[src/sv/gfg_pkg.sv]
// Shared types, constants and codes of the gradient fill generator.
// Used by every module of the block; no dependencies.
package gfg_pkg;

	localparam int MAX_DIM_DEF = 4096;
	localparam int DIM_W       = 13;            // size register width
	localparam int OFS_W       = 12;            // offset width
	localparam int CH_W        = 8;             // color channel width
	localparam int RGB_W       = 3 * CH_W;
	localparam int WT_W        = 2 * DIM_W;     // weight and divisor width
	localparam int NUM_W       = WT_W + CH_W;   // weighted channel sum width
	localparam int NCORNER     = 4;
	localparam int NCHAN       = 3;
	localparam int IDX_W       = 3;
	localparam int IN_TDATA_W  = 24;
	localparam int OUT_TDATA_W = 32;

	typedef enum logic [1:0] {
		FILL_FLAT  = 2'd0,
		FILL_HRAMP = 2'd1,
		FILL_VRAMP = 2'd2,
		FILL_QUAD  = 2'd3
	} fill_mode_t;

	typedef enum logic [IDX_W-1:0] {
		REG_COLOR_FIRST  = 3'd0,
		REG_COLOR_SECOND = 3'd1,
		REG_COLOR_THIRD  = 3'd2,
		REG_COLOR_FOURTH = 3'd3,
		REG_FILL_MODE    = 3'd4,
		REG_RECT_WIDTH   = 3'd5,
		REG_RECT_HEIGHT  = 3'd6
	} reg_idx_t;

	typedef struct packed {
		logic                           outside;
		logic [NCORNER-1:0][WT_W-1:0]   wt;
		logic [WT_W-1:0]                divisor;
	} wt_item_t;

	typedef struct packed {
		logic                           outside;
		logic [NCHAN-1:0][NUM_W-1:0]    num;
		logic [WT_W-1:0]                divisor;
	} num_item_t;

	typedef struct packed {
		logic                           outside;
		logic [NCHAN-1:0][CH_W-1:0]     chan;   // [2] red, [1] green, [0] blue
	} pix_item_t;

	// Channel k of a packed RGB word: red 23..16 is k=2, blue 7..0 is k=0.
	function automatic logic [CH_W-1:0] rgb_chan(input logic [RGB_W-1:0] rgb, input int k);
		rgb_chan = rgb[k*CH_W +: CH_W];
	endfunction

endpackage

[src/sv/gfg_div.sv]
// Pipelined restoring divider: one quotient bit per stage for all three
// channels, eight stages. Depends on gfg_pkg.
module gfg_div (
	input  logic                clk,
	input  logic                arst_n,
	input  logic                in_valid,
	output logic                in_ready,
	input  gfg_pkg::num_item_t  in_item,
	output logic                out_valid,
	input  logic                out_ready,
	output gfg_pkg::pix_item_t  out_item
);
	import gfg_pkg::*;

	// Quotient fits CH_W bits since, for an inside pixel, the sum never exceeds 255 times the divisor.
	logic      v_s [CH_W+1];
	logic      en_s[CH_W+1];
	num_item_t rem_s[CH_W+1];
	logic [NCHAN-1:0][CH_W-1:0] q_s[CH_W+1];

	assign v_s[0]   = in_valid;
	assign rem_s[0] = in_item;
	assign q_s[0]   = '0;
	assign en_s[0]  = en_s[1];
	assign en_s[CH_W] = !v_s[CH_W] || out_ready;
	assign in_ready = en_s[0];

	for (genvar i = 1; i <= CH_W; i++) begin : g_step
		localparam int SH = CH_W - i;
		num_item_t                  rem_c;
		logic [NCHAN-1:0][CH_W-1:0] q_c;

		if (i < CH_W) begin : g_en
			assign en_s[i] = !v_s[i] || en_s[i+1];
		end

		always_comb begin
			logic [NUM_W-1:0] trial;
			trial = NUM_W'(rem_s[i-1].divisor) << SH;
			rem_c = rem_s[i-1];
			q_c   = q_s[i-1];
			for (int k = 0; k < NCHAN; k++) begin
				if (rem_s[i-1].num[k] >= trial) begin
					rem_c.num[k]  = rem_s[i-1].num[k] - trial;
					q_c[k][SH]    = 1'b1;
				end
			end
		end

		always_ff @(posedge clk or negedge arst_n) begin
			if (!arst_n) begin
				v_s[i] <= 1'b0;
			end else if (en_s[i]) begin
				v_s[i] <= v_s[i-1];
			end
		end

		always_ff @(posedge clk) begin
			if (en_s[i]) begin
				rem_s[i] <= rem_c;
				q_s[i]   <= q_c;
			end
		end
	end

	assign out_valid        = v_s[CH_W];
	assign out_item.outside = rem_s[CH_W].outside;
	assign out_item.chan    = rem_s[CH_W].outside ? '0 : q_s[CH_W];

endmodule

[config.mk]
export PLATFORM = sky130hd
export DESIGN_NAME = gfg_div
export DESIGN_NICKNAME = d
export VERILOG_FILES = /design/src/sv/gfg_pkg.sv /design/src/sv/gfg_div.sv
export SDC_FILE = /design/constraint.sdc
export NUM_CORES = 2
export LEC_CHECK = 0
export ABC_CLOCK_PERIOD_IN_PS = 23600
export BUFFER_PORTS_ARGS = -buffer_cell sky130_fd_sc_hd__buf_2
export CORE_ASPECT_RATIO = 0.75
export CORE_MARGIN = 3
export CORE_UTILIZATION = 50
export CTS_BUF_LIST = sky130_fd_sc_hd__clkbuf_4
export CTS_CLUSTER_DIAMETER = 150
export DETAILED_ROUTE_END_ITERATION = 10
export PLACE_DENSITY = 0.76
export REMOVE_ABC_BUFFERS = 1
export SYNTH_ARGS = -nofsm -noshare
export SYNTH_HDL_FRONTEND = slang
export SYNTH_SLANG_ARGS = --single-unit
export TNS_END_PERCENT = 30
[constraint.sdc]
create_clock -name clk -period 23.6 [get_ports clk]
set_input_delay 3.54 -clock clk [delete_from_list [all_inputs] [get_ports clk]]
set_output_delay 3.54 -clock clk [all_outputs]
set_load 0.03 [all_outputs]
### After elaboration in Yosys (flattened, before gate mapping)

Index checks and enable logic that the tools add are counted.

| operators by class | value |
|---|---|
| magnitude comparators | 24 |
| $add $sub $neg | 21 |
| multiplexer cells | 25 |
| reduce and logical (&&, ||, !) cells | 16 |

Operators by type and width:

| kind | number |
|---|---|
| two-way mux 34 bit | 21 |
| greater-or-equal comparator 34 x 26 -> 1 bit | 3 |
| greater-or-equal comparator 34 x 27 -> 1 bit | 3 |
| greater-or-equal comparator 34 x 28 -> 1 bit | 3 |
| greater-or-equal comparator 34 x 29 -> 1 bit | 3 |
| greater-or-equal comparator 34 x 30 -> 1 bit | 3 |
| greater-or-equal comparator 34 x 31 -> 1 bit | 3 |
| greater-or-equal comparator 34 x 32 -> 1 bit | 3 |
| greater-or-equal comparator 34 x 33 -> 1 bit | 3 |
| subtractor 34 x 27 -> 34 bit | 3 |
| subtractor 34 x 28 -> 34 bit | 3 |
| subtractor 34 x 29 -> 34 bit | 3 |
| subtractor 34 x 30 -> 34 bit | 3 |
| subtractor 34 x 31 -> 34 bit | 3 |
| subtractor 34 x 32 -> 34 bit | 3 |
| subtractor 34 x 33 -> 34 bit | 3 |
| two-way mux 24 bit | 1 |
| zero test 1 bit | 8 |
| logical OR 1 bit | 8 |
| two-way mux 1 bit | 3 |

| storage, ports and cells | value |
|---|---|
| output and inout port bits | 27 |
| bits in registers | 1020 |
| bits of input ports | 133 |

### Logic depth before layout (Yosys ltp)

| depth | value |
|---|---|
| word-level depth | 9 |
| depth in mapped cells | 15 |
| depth with buffers taken out | 13 |

### Worst setup path after synthesis

No wires, ideal clock.

| path | value |
|---|---|
| kind | input to output |
| start | in out_ready |
| end | out in_ready |
| stages | 6 |
| required time | 20060 ps |
| arrival time | 15590 ps |
| slack | 4470 ps |
| buffers on the path | 0 |
| cell sequence | nor2b_1 nand3_1 nor2_1 nand3_1 inv_1 nand3_1 |

RTL lines:

| element | RTL line | text |
|---|---|---|
| start, declared | gfg_div.sv:10 | `input logic out_ready,` |
| end, declared | gfg_div.sv:7 | `output logic in_ready,` |

==> results.sh <==
export IMPL_status="complete, no violations"
export IMPL_setup_viol=0
export IMPL_layout_commonest_cell="edfxtp_1"
export IMPL_cts_buffers=276
export IMPL_path_clk_slew_ns=0.07
export IMPL_io_pins=160
export IMPL_gp_congestion=1.04
export IMPL_vias=55100
export IMPL_critPathMaxFanout=68
export IMPL_p_total_w=0.0114
export IMPL_critPathLaunchType="input port"
export IMPL_critPathArrivalTime_ns=6.41
export IMPL_swShare_pct=43.6
export IMPL_synthCells=6866
export IMPL_post_cts_resized=0
export IMPL_worst_pin_slew_ns=1.19
export IMPL_wl_met2_mm=89.4
export IMPL_final_nets=7951
export IMPL_post_route_period_util_pct=42.2
export IMPL_ys_ff_latch=1020
export IMPL_cts_max_level=5
export IMPL_ant_nets=0
export IMPL_max_clock_freq_ghz=0.101
export IMPL_critPathKind="in2out"
export IMPL_netlist_area_um2=69700
export IMPL_pre_cts_slack_ns=13.57
export IMPL_crit_path_end_kind="output pin"
export IMPL_required_ns=20.06
export IMPL_rows=117
export IMPL_cts_sinks=1020
export IMPL_fp_dieH_um=329
export IMPL_grt_overflow_total=0
export IMPL_ys_async_sr_fraction_pct=0.784
export IMPL_ys_seq_area_share_pct=43.9
export IMPL_dr_first_iter_drc_count=4914
export IMPL_min_path_type="reg2reg"
export IMPL_area_growth_syn_to_layout_pct=8.59
export IMPL_hpwl_mm=161
export IMPL_clk_latency_ns=1.31
export IMPL_ys_types=104
export IMPL_highest_layer="met4"
export IMPL_timing_setup_tns_ns=0
export IMPL_drc_errors=0
export IMPL_grt_total_usage_pct=27.4
export IMPL_leakagePower_nw=31.3
export IMPL_p_switching_w=0.00497
export IMPL_fin_ws_ns=13.65
export IMPL_core_um2=137000
export IMPL_synth_edff_count=1012
export IMPL_placed_area_um2=72400
export IMPL_portBuffers=159
export IMPL_p_int_w=0.00642
export IMPL_finalCriticalPeriod_ns=9.95
export IMPL_cap_violations=0
export IMPL_final_hold_viol_count=0
export IMPL_most_common_layout_cells="edfxtp_1, a21oi_1, ha_1, nand2_1, nor2_1"
export IMPL_met1Wirelength_mm=87.7
export IMPL_p_clk_share_pct=13.0
export IMPL_cts_path_max_buffers=4
export IMPL_seqPwrFrac_pct=32.7
export IMPL_grt_pass1_vias=53300
export IMPL_rsz0062_at_grt="no"
export IMPL_maxSlewHeadroom_pct=18.5
export IMPL_grt_max_degree=79
export IMPL_root_buffer="clkbuf_4"
export IMPL_route_met3_wl_mm=12.5
export IMPL_combPwrFrac_pct=54.3
export IMPL_wl_mm=201
export IMPL_dieArea_um2=144000
export IMPL_cts_tree="built"
export IMPL_skew_ns=0.0886
export IMPL_yosys_warnings=0
export IMPL_viasPerCell=6.00
export IMPL_hold_slack_ns=0.405
export IMPL_cts_hold_buf=0
export IMPL_drv_slew=0
export IMPL_cts_setup_buffers=0
export IMPL_routedWlPerCell_um=21.9
export IMPL_grt_pass1_wl_mm=302
export IMPL_start_util_pct=50.8
export IMPL_ir_worst_vdd_v=0.0000599
export IMPL_antenna_found_initial=3
export IMPL_synthFlopType="edfxtp_1"
export IMPL_stdcell_area_um2=75600
export IMPL_avgSynthCellArea_um2=10.1
export IMPL_dr_pass1_iters=5
export IMPL_drive_gt1_share_pct=11.9
export IMPL_power_density_nw_per_um2=151
export IMPL_die_x_um=437
metrics by stage:
step                      std cells  utilization (%)
after floorplan                6698                -
after global placement         8739             52.9
after detailed placement       8739             52.9
after CTS                      9177             55.2
after global routing           9184             55.2
final                          9184             55.2
power groups by stage:
stage               sequential [W]  combinational (W)  clock (W)
floorplan                  0.00346            0.00452          0
detailed placement         0.00373            0.00603          0
global placement           0.00371            0.00589          0
finish                     0.00372            0.00618    0.00149
CTS                        0.00369            0.00607    0.00153
global route               0.00377            0.00680    0.00163
sequential cells by signal, summed over array words and instances, names as in the netlist:
register         flops
g_step.$8.trial    182
out_item             1
q_s                 24
g_step.rem_c         7
v_s                  7
rem_s              714
out_valid            1
g_step.q_c          84
per-layer routing:
layer / global-route usage, % / up-vias
li1: - / 26400
met2: 43.3 / 2372
met1: 36.3 / 25800
met4: 15.7 / 0
met5: 0 / -
met3: 3.74 / 481
path summary, 6_finish.rpt:
kind | depth (start not counted) | slack [ns] | endpoint | from
max | 9 | 13.65 | in_ready | out_ready
max in group asynchronous | 1 | 21.29 | v_s[6] | arst_n
max reg2reg | 12 | 18.65 | rem_s[512] | g_step[5].$8.trial[26]
min in group asynchronous | 1 | 2.11 | v_s[3] | arst_n
min | 0 | 0.40 | g_step[7].q_c[4] | g_step[6].q_c[4]
min reg2reg | 0 | 0.40 | g_step[7].q_c[4] | g_step[6].q_c[4]
final cells by class:
type / instances / area [µm²]
clock inverter: 69 / 412
inverter: 416 / 1570
timing repair buffer: 197 / 1080
fill: 11900 / 61400
tap: 1844 / 2310
antenna: 7 / 17.5
multi-input combinational: 5262 / 36900
sequential: 1020 / 30600
clock buffer: 369 / 2770
worst max-delay path: stages:
cell	delay (ns)
buf_2	0.10
nor2b_1	0.39
nand3_4	0.33
nor2_1	0.60
nand3_4	0.10
buf_4	0.38
inv_1	0.28
nand3_4	0.30
buf_2	0.33
logic make-up after synthesis:
logic type	after synthesis	synth area share [%]
AOI/OAI and AO/OA	2025	18.3
and+or+nand+nor	1915	13.5
DFF	1020	43.9
adders and majority gates	645	11.8
buffers and inverters	584	3.31
xor gates and xnor gates	483	6.07
muxes	194	3.10
cell usage after synthesis (all sizes together) (85+ instances only):
| master | number | area share (%) |
|---|---|---|
| a21o | 321 | 3.5 |
| a21oi | 641 | 4.6 |
| clkbuf | 117 | 0.63 |
| edfxtp | 1012 | 44 |
| ha | 624 | 11 |
| inv | 416 | 2.2 |
| mux2 | 171 | 2.8 |
| nand2 | 536 | 2.9 |
| nand2b | 99 | 0.89 |
| nand3 | 129 | 0.94 |
| nand4 | 85 | 0.77 |
| nor2 | 495 | 2.7 |
| nor2b | 115 | 1.0 |
| nor3 | 124 | 0.91 |
| o21ai | 478 | 3.4 |
| xnor2 | 297 | 3.7 |
| xor2 | 186 | 2.3 |
(Power assumes the default switching activity.)
