`config.mk`:
```
export PLATFORM = sky130hd
export DESIGN_NAME = gfg_weights
export DESIGN_NICKNAME = d
export VERILOG_FILES = /design/src/sv/gfg_pkg.sv /design/src/sv/gfg_weights.sv
export SDC_FILE = /design/constraint.sdc
export NUM_CORES = 2
export LEC_CHECK = 0
export CAP_MARGIN = 0
export CORE_MARGIN = 2
export CORE_UTILIZATION = 30
export DETAILED_ROUTE_END_ITERATION = 12
export DONT_BUFFER_PORTS = 1
export HOLD_SLACK_MARGIN = 0.06
export SYNTH_ARGS = -nofsm -noshare
export SYNTH_HDL_FRONTEND = slang
export SYNTH_SLANG_ARGS = --single-unit
export TNS_END_PERCENT = 50
```
`constraint.sdc`:
```
create_clock -name clk -period 10.1 [get_ports clk]
set_input_delay 2.525 -clock clk [delete_from_list [all_inputs] [get_ports clk]]
set_output_delay 2.525 -clock clk [all_outputs]
set_load 0.02 [all_outputs]
```
`src/sv/gfg_pkg.sv`:
```
// Shared types, constants and codes of the gradient fill generator.
// Used by every module of the block; no dependencies.
package gfg_pkg;

	localparam int MAX_DIM_DEF = 4096;
	localparam int DIM_W       = 13;            // size register width
	localparam int OFS_W       = 12;            // offset width
	localparam int CH_W        = 8;             // color channel width
	localparam int RGB_W       = 3 * CH_W;
	localparam int WT_W        = 2 * DIM_W;     // weight and divisor width
	localparam int NUM_W       = WT_W + CH_W;   // weighted channel sum width
	localparam int NCORNER     = 4;
	localparam int NCHAN       = 3;
	localparam int IDX_W       = 3;
	localparam int IN_TDATA_W  = 24;
	localparam int OUT_TDATA_W = 32;

	typedef enum logic [1:0] {
		FILL_FLAT  = 2'd0,
		FILL_HRAMP = 2'd1,
		FILL_VRAMP = 2'd2,
		FILL_QUAD  = 2'd3
	} fill_mode_t;

	typedef enum logic [IDX_W-1:0] {
		REG_COLOR_FIRST  = 3'd0,
		REG_COLOR_SECOND = 3'd1,
		REG_COLOR_THIRD  = 3'd2,
		REG_COLOR_FOURTH = 3'd3,
		REG_FILL_MODE    = 3'd4,
		REG_RECT_WIDTH   = 3'd5,
		REG_RECT_HEIGHT  = 3'd6
	} reg_idx_t;

	typedef struct packed {
		logic                           outside;
		logic [NCORNER-1:0][WT_W-1:0]   wt;
		logic [WT_W-1:0]                divisor;
	} wt_item_t;

	typedef struct packed {
		logic                           outside;
		logic [NCHAN-1:0][NUM_W-1:0]    num;
		logic [WT_W-1:0]                divisor;
	} num_item_t;

	typedef struct packed {
		logic                           outside;
		logic [NCHAN-1:0][CH_W-1:0]     chan;   // [2] red, [1] green, [0] blue
	} pix_item_t;

	// Channel k of a packed RGB word: red 23..16 is k=2, blue 7..0 is k=0.
	function automatic logic [CH_W-1:0] rgb_chan(input logic [RGB_W-1:0] rgb, input int k);
		rgb_chan = rgb[k*CH_W +: CH_W];
	endfunction

endpackage

```
`src/sv/gfg_weights.sv`:
```
// Two-stage front end: bounds check and axis spans, then corner weights
// and the divisor for the selected fill mode. Depends on gfg_pkg.
module gfg_weights #(
	parameter int MAX_DIM = gfg_pkg::MAX_DIM_DEF
) (
	input  logic                       clk,
	input  logic                       arst_n,
	input  logic                       in_valid,
	output logic                       in_ready,
	input  logic [gfg_pkg::OFS_W-1:0]  col,
	input  logic [gfg_pkg::OFS_W-1:0]  row,
	input  gfg_pkg::fill_mode_t        mode,
	input  logic [gfg_pkg::DIM_W-1:0]  rect_w,
	input  logic [gfg_pkg::DIM_W-1:0]  rect_h,
	output logic                       out_valid,
	input  logic                       out_ready,
	output gfg_pkg::wt_item_t          out_item
);
	import gfg_pkg::*;

	logic             v_s1, v_s2, en_s1, en_s2;
	logic             outside_s1;
	logic [DIM_W-1:0] dx_s1, dy_s1, c_s1, r_s1;
	logic [DIM_W-1:0] w_c, h_c, c_x, r_x;
	wt_item_t         item_s2, item_c;

	assign en_s2    = !v_s2 || out_ready;
	assign en_s1    = !v_s1 || en_s2;
	assign in_ready = en_s1;

	// Saturate sizes to MAX_DIM.
	assign w_c = (int'(rect_w) > MAX_DIM) ? DIM_W'(MAX_DIM) : rect_w;
	assign h_c = (int'(rect_h) > MAX_DIM) ? DIM_W'(MAX_DIM) : rect_h;
	assign c_x = {1'b0, col};
	assign r_x = {1'b0, row};

	always_ff @(posedge clk or negedge arst_n) begin
		if (!arst_n) begin
			v_s1 <= 1'b0;
		end else if (en_s1) begin
			v_s1 <= in_valid;
		end
	end

	always_ff @(posedge clk) begin
		if (en_s1) begin
			outside_s1 <= (c_x >= w_c) || (r_x >= h_c);
			dx_s1      <= (w_c > DIM_W'(1)) ? w_c - DIM_W'(1) : DIM_W'(1);
			dy_s1      <= (h_c > DIM_W'(1)) ? h_c - DIM_W'(1) : DIM_W'(1);
			c_s1       <= c_x;
			r_s1       <= r_x;
		end
	end

	always_comb begin
		logic [DIM_W-1:0] cx, ry;
		cx = dx_s1 - c_s1;
		ry = dy_s1 - r_s1;
		item_c.outside = outside_s1;
		item_c.wt      = '0;
		item_c.divisor = WT_W'(1);
		case (mode)
			FILL_HRAMP: begin
				item_c.wt[0]   = WT_W'(cx);
				item_c.wt[1]   = WT_W'(c_s1);
				item_c.divisor = WT_W'(dx_s1);
			end
			FILL_VRAMP: begin
				item_c.wt[0]   = WT_W'(ry);
				item_c.wt[1]   = WT_W'(r_s1);
				item_c.divisor = WT_W'(dy_s1);
			end
			FILL_QUAD: begin
				item_c.wt[0]   = WT_W'(cx) * WT_W'(ry);
				item_c.wt[1]   = WT_W'(c_s1) * WT_W'(ry);
				item_c.wt[2]   = WT_W'(cx) * WT_W'(r_s1);
				item_c.wt[3]   = WT_W'(c_s1) * WT_W'(r_s1);
				item_c.divisor = WT_W'(dx_s1) * WT_W'(dy_s1);
			end
			default: begin
				item_c.wt[0] = WT_W'(1);
			end
		endcase
	end

	always_ff @(posedge clk or negedge arst_n) begin
		if (!arst_n) begin
			v_s2 <= 1'b0;
		end else if (en_s2) begin
			v_s2 <= v_s1;
		end
	end

	always_ff @(posedge clk) begin
		if (en_s2) begin
			item_s2 <= item_c;
		end
	end

	assign out_valid = v_s2;
	assign out_item  = item_s2;

endmodule

```
# Word level (Yosys, flattened, before mapping)
# Cells that the tools add are included.
# Widths: inputs -> output; s select.
dict set report word_totals {
  elab_cells 41
  register_bits 184
  output_inout_bits 133
}
dict set report op_classes {
  magnitude_cmp 6
  reduce_logical 5
  n_eq_ne 3
  n_mul 5
  addsub 4
  n_mux 5
}
# operator count
set op_table {}
lappend op_table {{$pmux 26 s3} 2}
lappend op_table {{$pmux 25 s3} 1}
lappend op_table {{$mul 13x13->26} 2}
lappend op_table {{$ge 12x13->1} 2}
lappend op_table {{$gt 13x1->1 const B} 2}
lappend op_table {{$gt 13x13->1 const B} 2}
lappend op_table {{$mux 13} 2}
lappend op_table {{$sub 13x1->13 const B} 2}
lappend op_table {{$sub 13x12->13} 2}
lappend op_table {{$mul 12x13->25} 1}
lappend op_table {{$mul 13x12->25} 1}
lappend op_table {{$mul 12x12->24} 1}
lappend op_table {{$eq 2x2->1 const B} 2}
lappend op_table {{$logic_or 1x1->1} 3}
lappend op_table {{$eq 2x1->1 const B} 1}
lappend op_table {{$logic_not 1->1} 2}

# Logic depth before layout (Yosys ltp)
dict set report depth {
  word_depth 4
  depth_mapped 29
  mapped_depth_nobuf 28
}

# Worst setup path before layout
# No wires, ideal clock.
dict set report synth_path {
  path_kind {register to register}
  startpoint {register c_s1[1]}
  endpoint {register item_s2, in the netlist out_item[100], data pin}
  t_arrival_ns 6.925
  stages_incl_launch_ff 29
  n_path_buf 2
  setup_slack_ns 2.909
  required_time_ns 9.834
  cell_sequence {edfxtp_1 clkbuf_1 inv_2 fa_1 a211o_1 a21o_1 a31oi_2 mux2i_1 and2_1 buf_4 nand2_1 fa_1 inv_1 fa_1 inv_1 fa_1 inv_1 fa_1 inv_1 fa_1 inv_1 ha_1 nand3_1 a21oi_1 or4_1 o31ai_1 o21ai_0 xnor2_1 nor2_1}
}
dict set report synth_between {
  elab_chain_len 2
}
# element line
set synth_lines {}
lappend synth_lines {{start, declared} gfg_weights.sv:23} ;# logic [DIM_W-1:0] dx_s1, dy_s1, c_s1, r_s1;
lappend synth_lines {{start signal, assigned} gfg_weights.sv:50} ;# c_s1 <= c_x;
lappend synth_lines {{$sub 13x12->13} gfg_weights.sv:57} ;# cx = dx_s1 - c_s1;
lappend synth_lines {{$mul 13x12->25} gfg_weights.sv:76} ;# item_c.wt[2] = WT_W'(cx) * WT_W'(r_s1);
lappend synth_lines {{end signal, assigned} gfg_weights.sv:96} ;# item_s2 <= item_c;
lappend synth_lines {{end, declared} gfg_weights.sv:25} ;# wt_item_t item_s2, item_c;
# Every way passes these cells.
# A chain may end at the register's enable or synchronous reset.

# Worst setup path in the final report
dict set report layout_path {
  startpoint {register c_s1[6]}
  endpoint {register item_s2, in the netlist out_item[100], data pin}
}
# Same word-level chain as after synthesis.

==> metrics.txt <==
# TYPE chip_impl_metric gauge
chip_impl_info{name="outcome",value="finished clean"} 1
chip_impl_metric{name="max_freq",unit="MHz"} 117
chip_impl_metric{name="start_util",unit=""} 0.302
chip_impl_metric{name="cts_buffers",unit=""} 17
chip_impl_info{name="ys_top_cells_by_area",value="fa_1 (33%), edfxtp_1 (16%), ha_1 (14%), inv_1 (7.8%), nand2_1 (6.5%)"} 1
chip_impl_metric{name="finalHoldViolations",unit=""} 0
chip_impl_metric{name="drt_iter0_markers",unit=""} 1987
chip_impl_info{name="ranking_of_synthesized_cells_by_instance_count",value="inv_1 (711), nand2_1 (592), fa_1 (564)"} 1
chip_impl_metric{name="row_count",unit=""} 124
chip_impl_metric{name="cp.arrival",unit="ns"} 8.83
chip_impl_info{name="worstSetupStartpoint",value="c_s1[6]$_DFFE_PP_"} 1
chip_impl_metric{name="total_negative_setup_slacks",unit="ns"} 0
chip_impl_metric{name="synth_compound_area_frac",unit=""} 0.0780
chip_impl_info{name="worst_reg2reg_startpoint",value="c_s1[6]$_DFFE_PP_"} 1
chip_impl_metric{name="grt_pass1_vias",unit=""} 27000
chip_impl_metric{name="maximum_number_of_pins_on_one_net_before_global_route_repair",unit=""} 64
chip_impl_metric{name="period_needed",unit="ns"} 8.57
chip_impl_metric{name="multiInputGateArea",unit="sq um"} 25900
chip_impl_metric{name="placedInstanceArea",unit="sq um"} 36300
chip_impl_metric{name="synth-adder-area-share",unit=""} 0.467
chip_impl_metric{name="post_synth_mux_area_share",unit=""} 0.00797
chip_impl_metric{name="hold_slack",unit="ns"} 0.466
chip_impl_metric{name="share_of_synthesized_cell_area_in_and_or_nand_and_nor_gates",unit=""} 0.165
chip_impl_metric{name="dpl.hpwl",unit="mm"} 81.0
chip_impl_info{name="kind_of_capture_point_of_the_worst_setup_path",value="flip-flop"} 1
chip_impl_metric{name="finalSetupViolCount",unit=""} 0
chip_impl_metric{name="routed_wire_length_per_instance",unit="microns"} 19.5
chip_impl_info{name="most_used_flip_flop_cell_after_synthesis",value="edfxtp_1"} 1
chip_impl_metric{name="clock_skew",unit="ns"} 0.0276
chip_impl_metric{name="cts.htree.levels",unit=""} 4
chip_impl_metric{name="via_per_inst",unit=""} 4.89
chip_impl_metric{name="maxCapViolations",unit=""} 0
chip_impl_metric{name="core_region_area",unit="sq um"} 114000
chip_impl_metric{name="cts.reportedPaths.clkPinSlew",unit="ns"} 0.07
chip_impl_metric{name="die-area",unit="sq um"} 117000
chip_impl_metric{name="postCtsSetupRepairBufs",unit=""} 0
chip_impl_metric{name="synthToLayoutAreaGrowth",unit="%"} 7.40
chip_impl_info{name="reg2reg_to",value="out_item[100]$_SDFFCE_PN0P_"} 1
chip_impl_metric{name="drt_pass1_iterations",unit=""} 7
chip_impl_info{name="cell_type_with_the_highest_aggregate_area_in_the_netlist",value="fa_1"} 1
chip_impl_info{name="endpoint",value="out_item[100]$_SDFFCE_PN0P_"} 1
chip_impl_metric{name="die-height",unit="microns"} 343
chip_impl_info{name="crit_path_start_kind",value="flip-flop"} 1
chip_impl_metric{name="postSynth.asyncResetShare",unit=""} 0.0111
chip_impl_metric{name="ant_nets",unit=""} 0
chip_impl_info{name="grt_setup_unrepaired",value="false"} 1
chip_impl_metric{name="timing.slew.headroom",unit=""} 0.187
chip_impl_info{name="synthMostInstantiatedCell",value="inv_1"} 1
chip_impl_metric{name="postCtsHoldBufs",unit=""} 0
chip_impl_info{name="clk_root_buffer_cell",value="clkbuf_16"} 1
chip_impl_metric{name="clock_buffer_depth",unit=""} 2
chip_impl_metric{name="gr-total-overflow",unit=""} 0
chip_impl_metric{name="synth_seq_cells",unit=""} 180
chip_impl_info{name="synth_top_family_by_area",value="adder cells"} 1
chip_impl_info{name="worstSetupPathType",value="flip-flop to flip-flop"} 1
chip_impl_metric{name="synth-edff-count",unit=""} 178
chip_impl_metric{name="regToRegSetupSlack",unit="ns"} 1.53
chip_impl_metric{name="num-fill-cells",unit=""} 11800
chip_impl_metric{name="netlist_instances",unit=""} 3797
chip_impl_metric{name="residual_drc",unit=""} 0
chip_impl_metric{name="worst_ep_required_time",unit="ns"} 10.36
chip_impl_metric{name="finish.instance_area",unit="sq um"} 36900
chip_impl_metric{name="synthesis.area",unit="sq um"} 34400
chip_impl_metric{name="total_via_count_in_the_routed_design",unit=""} 25700
chip_impl_metric{name="tcrit_tclk_final",unit=""} 0.848
chip_impl_info{name="cts_tree",value="yes"} 1
chip_impl_metric{name="slew_violations",unit=""} 0
chip_impl_metric{name="grt_first_pass_wirelength",unit="mm"} 161
chip_impl_info{name="holdCritPathClass",value="flip-flop to flip-flop"} 1
chip_impl_metric{name="ys.warnings.count",unit=""} 0
chip_impl_metric{name="post_route_cells_drive_above_1_share",unit=""} 0.0365
chip_impl_metric{name="routabilityCongestion",unit=""} 0.896
chip_impl_metric{name="die-width",unit="microns"} 343
chip_impl_metric{name="io_pins",unit=""} 189
chip_impl_metric{name="clock_sink_count",unit=""} 180
chip_impl_metric{name="nNetsFinal",unit=""} 4716
chip_impl_metric{name="timing.reg2reg.worst_path_depth",unit=""} 27
chip_impl_metric{name="grt.total_usage",unit=""} 0.180
chip_impl_metric{name="path_max_fanout",unit=""} 20
chip_impl_metric{name="syn_avg_cell_area",unit="sq um"} 9.05
chip_impl_metric{name="clk_latency",unit="ns"} 0.54
chip_impl_metric{name="yosys.cell_types.count",unit=""} 81
chip_impl_metric{name="worst_pin_slew",unit="ns"} 1.22
chip_impl_metric{name="placement.io_buffers",unit=""} 0
chip_impl_metric{name="synth_top_area_share",unit=""} 0.328
chip_impl_metric{name="ff_latch_area",unit="sq um"} 5400
chip_impl_metric{name="synth-seq-area-share",unit=""} 0.157
chip_impl_metric{name="antenna_found_initial",unit=""} 11
chip_impl_metric{name="post_synth_xor_area_fraction",unit=""} 0.0267
chip_impl_metric{name="resized_gates_after_cts",unit=""} 0
chip_impl_metric{name="route.final.wire_length",unit="mm"} 103
[layer usage]
metal  up-vias  global-route usage  routed length (microns)
met5         -                   0                        0
met4         0              0.0649                     3020
met3       141              0.0452                     8480
met2       845               0.292                    47800
met1     13000               0.232                    43300
li1      11700                   -                        -
[state kept, by name, indices dropped and copies added (netlist names)]
name / count
v_s1: 1
r_s1: 12
outside_s1: 1
dy_s1: 13
dx_s1: 13
c_s1: 12
out_valid: 1
out_item: 127
[cells in the final DEF, fill, tap and decap left out, types with 25 or more instances in the layout]
master and n:
mux2i_1 26, a21oi_1 94, a21o_1 46, edfxtp_1 178
buf_4 63, nor3_1 53, fa_1 564, xor2_1 46
inv_1 711, nand2_1 591, nor2_1 229, nor2b_1 36
o21ai_0 89, nand2b_1 55, and3_1 26, xnor2_1 45
ha_1 382, and2_1 169, nand3_1 25
[worst max-delay path: stages (launching register included)]
cell and delay [ns]:
edfxtp_1 0.90, clkinv_1 0.56, ha_1 0.35, or3_4 0.40, a21o_1 0.20, a31oi_2 0.31, mux2i_1 0.36, and2_1 0.17
buf_4 0.22, nand2_1 0.11, fa_1 0.55, inv_1 0.05, fa_1 0.50, inv_1 0.06, fa_1 0.52, inv_1 0.05
fa_1 0.47, inv_1 0.05, fa_1 0.48, inv_1 0.04, ha_1 0.20, a21oi_1 0.20, a21oi_1 0.13, or4_1 0.48
o31ai_1 0.50, o21ai_0 0.20, xnor2_1 0.16, nor2_1 0.05
[per-stage QoR]
stage,util,std cells,setup slack (ns)
after floorplan,-,3800,2.91
after global placement,0.318,5207,1.69
after detailed placement,0.318,5207,1.63
after CTS,0.324,5239,1.61
after global routing,0.324,5251,1.05
final,0.324,5251,1.53
[cells by family (layout without fill, tap and decap cells)]
logic type / count (synthesis) / after routing
AND/OR/NAND/NOR: 1245 / 1245
adder cells (fa/ha/maj): 946 / 946
buffers and inverters: 884 / 811
AO/OA/AOI/OAI: 409 / 409
flip-flops: 180 / 180
XOR/XNOR: 105 / 105
multiplexers: 27 / 27
other: 1 / 16
[final cells by class]
| cell class | instances | area share |
|---|---|---|
| Multi-Input combinational cell | 2736 | 0.700 |
| Sequential cell | 180 | 0.146 |
| Inverter | 716 | 0.0728 |
| Tap cell | 1512 | 0.0512 |
| Timing Repair Buffer | 63 | 0.0128 |
| Clock buffer | 17 | 0.0115 |
| Clock inverter | 15 | 0.00454 |
| Antenna cell | 12 | 0.000813 |
[how the worst min path moves through the flow]
stage | startpoint | end | slack [ns] | depth (start not counted)
after global routing | v_s1$_DFFE_PN0P_ | out_valid$_DFFE_PN0P_ | 0.50 | 1
after detailed placement | v_s1$_DFFE_PN0P_ | out_valid$_DFFE_PN0P_ | 0.44 | 1
after floorplan | outside_s1$_DFFE_PP_ | out_item[130]$_DFFE_PP_ | 0.40 | 0
after CTS | v_s1$_DFFE_PN0P_ | out_valid$_DFFE_PN0P_ | 0.47 | 1
after global placement | v_s1$_DFFE_PN0P_ | out_valid$_DFFE_PN0P_ | 0.45 | 1
final | v_s1$_DFFE_PN0P_ | out_valid$_DFFE_PN0P_ | 0.47 | 1
Power is not shown: default switching activity piles up to over one toggle a cycle in this logic, so the estimate is an artifact.
